<file path="src/hw/rtl/assert_macros.svh">
// assertion macros used by the top rtl file of the edit distance engine
// no dependencies; expects a clock named clk and an active-low reset named rst_n in scope
`ifndef ASSERT_MACROS_SVH
`define ASSERT_MACROS_SVH
`ifndef SYNTHESIS
// checked property, disabled while reset is held
`define EDE_ASSERT(lbl, prop, msg) \
  lbl: assert property (@(posedge clk) disable iff (!rst_n) prop) else $error(msg);
// checked property, also evaluated during reset
`define EDE_ASSERT_ALWAYS(lbl, prop, msg) \
  lbl: assert property (@(posedge clk) prop) else $error(msg);
`else
`define EDE_ASSERT(lbl, prop, msg)
`define EDE_ASSERT_ALWAYS(lbl, prop, msg)
`endif
`endif

</file>
<file path="src/hw/rtl/ede_pkg.sv">
// shared types and constants of the edit distance engine
// no dependencies
package ede_pkg;

  localparam int CHAR_W = 8;
  localparam int OP_W   = 2;
  localparam int DIST_W = 7;
  localparam int IN_TDATA_W  = 16;
  localparam int OUT_TDATA_W = 8;

  typedef logic [CHAR_W-1:0] char_t;

  typedef enum logic [OP_W-1:0] {
    OP_START   = 2'd0,
    OP_APPEND  = 2'd1,
    OP_CONSUME = 2'd2,
    OP_FINISH  = 2'd3
  } ede_op_t;

endpackage

</file>
<file path="src/hw/rtl/ede_cell.sv">
// one column cell of the systolic edit distance row
// depends on ede_pkg
module ede_cell
  import ede_pkg::*;
#(
  parameter int VW  = 7,
  parameter int IDX = 1
) (
  input  logic          clk,
  input  logic          rst_n,
  input  logic          en,
  input  logic          clr,
  input  logic          wr,
  input  logic [VW-1:0] wr_idx,
  input  char_t         wr_byte,
  input  logic          wi_vld,
  input  char_t         wi_byte,
  input  logic [VW-1:0] wi_left,
  input  logic [VW-1:0] wi_diag,
  input  logic          ti_vld,
  input  logic [VW-1:0] ti_val,
  input  logic          ti_ovf,
  output logic          wo_vld,
  output char_t         wo_byte,
  output logic [VW-1:0] wo_left,
  output logic [VW-1:0] wo_diag,
  output logic          to_vld,
  output logic [VW-1:0] to_val,
  output logic          to_ovf
);

  logic          act_r;
  char_t         char_r;
  logic [VW-1:0] dp_r;
  logic          wo_vld_r;
  char_t         wo_byte_r;
  logic [VW-1:0] wo_left_r;
  logic [VW-1:0] wo_diag_r;
  logic          to_vld_r;
  logic [VW-1:0] to_val_r;
  logic          to_ovf_r;
  logic [VW-1:0] m_nxt;
  logic [VW-1:0] cell_nxt;
  logic          hit;

  assign hit = wr && (wr_idx == VW'(IDX - 1));

  // unit-cost recurrence: match takes the diagonal, else 1 + min of three
  always_comb begin
    m_nxt = (dp_r < wi_left) ? dp_r : wi_left;
    m_nxt = (m_nxt < wi_diag) ? m_nxt : wi_diag;
    if (char_r == wi_byte) begin
      cell_nxt = wi_diag;
    end else begin
      cell_nxt = m_nxt + VW'(1);
    end
  end

  always_ff @(posedge clk) begin
    if (!rst_n || (en && clr)) begin
      act_r    <= 1'b0;
      dp_r     <= VW'(IDX);
      wo_vld_r <= 1'b0;
      to_vld_r <= 1'b0;
    end else if (en) begin
      if (hit) begin
        act_r <= 1'b1;
      end
      if (wi_vld && act_r) begin
        dp_r <= cell_nxt;
      end
      wo_vld_r <= wi_vld;
      to_vld_r <= ti_vld;
    end
  end

  always_ff @(posedge clk) begin
    if (en) begin
      if (hit) begin
        char_r <= wr_byte;
      end
      wo_byte_r <= wi_byte;
      wo_left_r <= cell_nxt;
      wo_diag_r <= dp_r;
      to_val_r  <= act_r ? dp_r : ti_val;
      to_ovf_r  <= ti_ovf;
    end
  end

  assign wo_vld  = wo_vld_r;
  assign wo_byte = wo_byte_r;
  assign wo_left = wo_left_r;
  assign wo_diag = wo_diag_r;
  assign to_vld  = to_vld_r;
  assign to_val  = to_val_r;
  assign to_ovf  = to_ovf_r;

endmodule

</file>
<file path="config.mk">
export PLATFORM = sky130hd
export DESIGN_NAME = ede_cell
export DESIGN_NICKNAME = d
export VERILOG_FILES = /design/src/hw/rtl/assert_macros.svh /design/src/hw/rtl/ede_pkg.sv /design/src/hw/rtl/ede_cell.sv
export SDC_FILE = /design/constraint.sdc
export NUM_CORES = 1
export LEC_CHECK = 0
export ABC_AREA = 0
export BUFFER_PORTS_ARGS = -buffer_cell sky130_fd_sc_hd__buf_2
export CORE_MARGIN = 2
export CORE_UTILIZATION = 51
export DETAILED_ROUTE_END_ITERATION = 12
export PLACE_DENSITY = 0.8
export SYNTH_ARGS = -nofsm -noshare
export SYNTH_HDL_FRONTEND = slang
export SYNTH_SLANG_ARGS = --single-unit
</file>
<file path="constraint.sdc">
create_clock -name clk -period 7 [get_ports clk]
set_input_delay 1.4 -clock clk [delete_from_list [all_inputs] [get_ports clk]]
set_output_delay 1.4 -clock clk [all_outputs]
set_load 0.01 [all_outputs]
</file>
# Word-level counts from Yosys, hierarchy flattened
# Cells that the tools add are included.
dict set report classes {
  mux 4
  add_sub_neg 1
  n_reduce_logical 8
  order_cmp 2
  eq_ne 1
}
# op n
set ops {}
lappend ops {{$mux W7} 4}
lappend ops {{$lt A7 B7 Y1} 2}
lappend ops {{$eq A8 B8 Y1} 1}
lappend ops {{$add A7 B1 Y7 const B} 1}
lappend ops {{$logic_not A7 Y1} 1}
lappend ops {{$reduce_and A2 Y1} 2}
lappend ops {{$logic_and A1 B1 Y1} 3}
lappend ops {{$logic_not A1 Y1} 1}
lappend ops {{$logic_or A1 B1 Y1} 1}
dict set report word_totals {
  input_bits 52
  output_inout_bits 32
  reg_bits 48
}

# Longest topological paths before layout
dict set report depth {
  depth_word 6
  ltp_mapped 27
  depth_no_buf 23
}

# Least setup slack after synthesis
# OpenSTA, ideal clock, no wires.
dict set report synth_path {
  path_kind {in2reg}
  from {input wi_left[2]}
  to {register dp_r[6]}
  setup_ns 0.117
  n_path_buf 4
  slack_ns 1.374
  path_stages 24
  arrival_ns 5.509
  cell_sequence {inv_1 -> ha_1 -> a21o_1 -> a31oi_4 -> o21a_1 -> buf_2 -> clkbuf_1 -> o21ai_0 -> ha_1 -> a211o_1 -> a21oi_1 -> nand4b_1 -> a211o_1 -> and2_4 -> buf_6 -> a21oi_1 -> ha_1 -> clkbuf_1 -> and3_1 -> nand2_1 -> nor3_1 -> nand3_1 -> and3_1 -> a22o_1}
}
dict set report synth_via {
  elab_chain_len 6
}
# item line_no
set synth_lines {}
lappend synth_lines {{start, declared} ede_cell.sv:18} ;# input logic [VW-1:0] wi_left,
lappend synth_lines {{$lt A7 B7 Y1} ede_cell.sv:50} ;# m_nxt = (dp_r < wi_left) ? dp_r : wi_left;
lappend synth_lines {{$mux W7 *} ede_cell.sv:50}
lappend synth_lines {{$lt A7 B7 Y1} ede_cell.sv:51} ;# m_nxt = (m_nxt < wi_diag) ? m_nxt : wi_diag;
lappend synth_lines {{$mux W7 *} ede_cell.sv:51}
lappend synth_lines {{$add A7 B1 Y7 *} ede_cell.sv:55} ;# cell_nxt = m_nxt + VW'(1);
lappend synth_lines {{$mux W7 *} ede_cell.sv:52} ;# if (char_r == wi_byte) begin
lappend synth_lines {{via cell_nxt[6]} ede_cell.sv:43} ;# logic [VW-1:0] cell_nxt;
lappend synth_lines {{end signal, assigned} ede_cell.sv:62} ;# dp_r <= VW'(IDX);
lappend synth_lines {{end signal, assigned} ede_cell.sv:70} ;# dp_r <= cell_nxt;
lappend synth_lines {{end, declared} ede_cell.sv:34} ;# logic [VW-1:0] dp_r;
# Mark *: on every way through the listed nets, which the timed path passes. The rest lies on a longest branch.
# A chain may end at the register's enable or synchronous reset.

# Final worst setup path
# Same ends and word-level chain as after synthesis.

==> metrics.csv <==
metric;value;unit
status;finished, final reports clean;
grt_overflow_total;0;
post_cts.repair.setup_buffers;0;
antenna_left;0;
synth_flop_cell;edfxtp_1;
cts_sinks;48;
p_sw_share;21.6;%
viasPerCell;5.37;
cp_num_cells;21;
critPathTopFamily;compound AO/OA/AOI/OAI gates;
worstSetupStartpoint;wi_left[2];
fin_ws;1340;ps
tritoncts.num_buffers;5;
fmax;177;MHz
cts-hold-fix-buffers;0;
synth_area_leader_cell;edfxtp_1;
worstSetupEndpoint;dp_r[6];
slew_viol_final;0;
vdd_drop_max;0.158;mV
die_h;74.8;um
seqPwrFrac;56.0;%
final_cell_mix;buf_2, edfxtp_1, nand2_1;
syn_nets;292;
antenna_found_initial;0;
critPathBufInv;2;
arrival;5850;ps
drc;0;
grt_pass1_vias;1884;
grt_max_degree;37;
p_comb_share;11.0;%
p_leak;1.40;nW
async_reset_ff_share;0;%
cts_tree;built;
crit_fanout;17;
syn_area;2550;um^2
path_clk_slew;80;ps
synthTopCellsByArea;edfxtp_1, dfxtp_1, ha_1;
die_area;5590;um^2
worstReg2RegStart;dp_r[2];
max-cap-violations;0;
crit_type;in2reg;
wl;5810;um
die_w;74.8;um
cpPeakStageDelay;500;ps
synth_top_area_share;44.7;%
start_kind;primary input;
mostFrequentLayoutCell;buf_2;
ys_ff_latch;48;
holdWs;503;ps
slew_headroom;39.6;%
h-tree-depth;2;
required;7190;ps
clock_latency;300;ps
min_path_type;reg2reg;
start_util;53.4;%
clockBufferDepth;2;
diodes;0;
setup_violations;0;
final-hold-violation-count;0;
crit_path_frequent_cell;ha_1;
gp_congestion;0.952;
grt_pass1_wl;8940;um
seq_area_frac_synth;52.5;%
p_per_area;184;nW/um^2
area_growth;22.6;%
nets;375;
grt_use_total;21.4;%
port-buffer-count;83;
dp_slack;1080;ps
first_iter_violations;181;
switchingPower;124;uW
synth_edf_count;38;
row_count;25;
clock-root-buffer;clkbuf_8;
synth_cells;227;
drive_gt1_share;33.1;%
dr.pass1.iters;4;
wl_per_cell;15.4;um
intPower;451;uW
end_kind;register;
clockPowerShare;33.0;%
core;4790;um^2
syn_area_per_cell;11.2;um^2
crit_slowest_cell;o21a_1;
rsz0062_at_grt;no;
yosys.cell_types.count;43;
setup_tns;0;ps
ios;84;
r2r_cells;19;
tightest_slew;903;ps
fin_crit;5660;ps
finalCritPeriodShare;80.8;%
reg2reg_setup_slack;2080;ps
cts.repair.resized;0;
ys_warn_count;0;
clock_skew;11.8;ps
path_cells;buf_2 -> inv_1 -> ha_1 -> a21o_1 -> a31oi_4 -> o21a_1 -> o21ai_0 -> ha_1 -> a211o_1 -> a21oi_1 -> nand4b_1 -> a211o_1 -> and2_4 -> a21oi_1 -> ha_1 -> and3_1 -> nand2_1 -> nor3_1 -> nand3_1 -> and3_1 -> a22o_1;
rr_endpoint;dp_r[6];
num_vias;2029;
hpwl;4450;um
-- flip-flops by register name (all words and copies together) (netlist names) --
signal,cells
wo_left,7
wo_vld,1
wo_byte,8
to_val,7
dp_r,7
act_r,1
wo_diag,7
to_ovf,1
char_r,8
to_vld,1
-- metrics by stage --
| step | total power, mW | util (%) | instances | instance area (um^2) |
|---|---|---|---|---|
| floorplan | 0.356 | - | 227 | 2550 |
| global placement | 0.390 | 63.2 | 370 | 3020 |
| detailed placement | 0.391 | 63.2 | 370 | 3020 |
| CTS | 0.575 | 65.4 | 378 | 3130 |
| global route | 0.594 | 65.4 | 378 | 3130 |
| finish | 0.575 | 65.4 | 378 | 3130 |
-- cell families after synthesis --
logic type,count (synthesis),share of synthesized area (%)
AOI/OAI and AO/OA,44,12.8
and+or+nand+nor,69,13.1
DFF,48,52.5
muxes,15,6.27
buffers and inverters,23,3.72
xor gates and xnor gates,15,5.14
adders and majority gates,13,6.37
-- how the worst min path moves through the flow --
stage	startpoint	end	slack [ps]	cells after the start
6_report	to_vld	to_vld	500	2
2_1_floorplan	dp_r[6]	wo_diag[6]	470	0
5_1_grt	to_vld	to_vld	530	2
3_3_place_gp	to_vld	to_vld	470	2
3_5_place_dp	to_vld	to_vld	490	2
4_1_cts	to_vld	to_vld	510	2
-- final cells by class --
type	instances	area [um^2]
clock buffer	5	68.8
clock inverter	3	37.5
fill	382	1660
inverter	16	60.1
multi-input combinational	156	1120
sequential	48	1340
tap	67	83.8
timing repair buffer	83	415
-- Yosys cell counts (all sizes together) (2+ instances only) --
cell,n
edfxtp,38
nand2,20
nor2,17
inv,16
ha,13
nand3,12
o21ai,11
dfxtp,10
xor2,10
a21oi,9
mux2,8
mux2i,7
clkbuf,5
o21a,5
xnor2,5
and3,4
nor3,4
nand4,3
nor4,3
a211o,2
a22o,2
a22oi,2
a32oi,2
buf,2
nand2b,2
-- worst reg2reg max path: cells and delay by family, from the launching register on --
family | cells | cell delay, ps
flops | 1 | 540
fa+ha+maj | 3 | 1010
simple gates | 7 | 1120
compound gates | 9 | 2160
-- power by group through the flow --
stage | registers, mW | clock network [mW] | logic (mW)
6_report | 0.322 | 0.190 | 0.0630
5_1_grt | 0.323 | 0.201 | 0.0701
4_1_cts | 0.322 | 0.190 | 0.0634
3_5_place_dp | 0.329 | 0 | 0.0629
3_3_place_gp | 0.328 | 0 | 0.0621
2_1_floorplan | 0.335 | 0 | 0.0207
-- layer usage --
metal / GRT usage, % / part of all wire (%) / up-vias
li1: - / - / 1006
met1: 28.9 / 44 / 933
met2: 34.5 / 48 / 79
met3: 4.42 / 5.9 / 11
met4: 7.34 / 1.9 / 0
met5: 0 / 0 / -
Power figures use the tool's default switching activity.
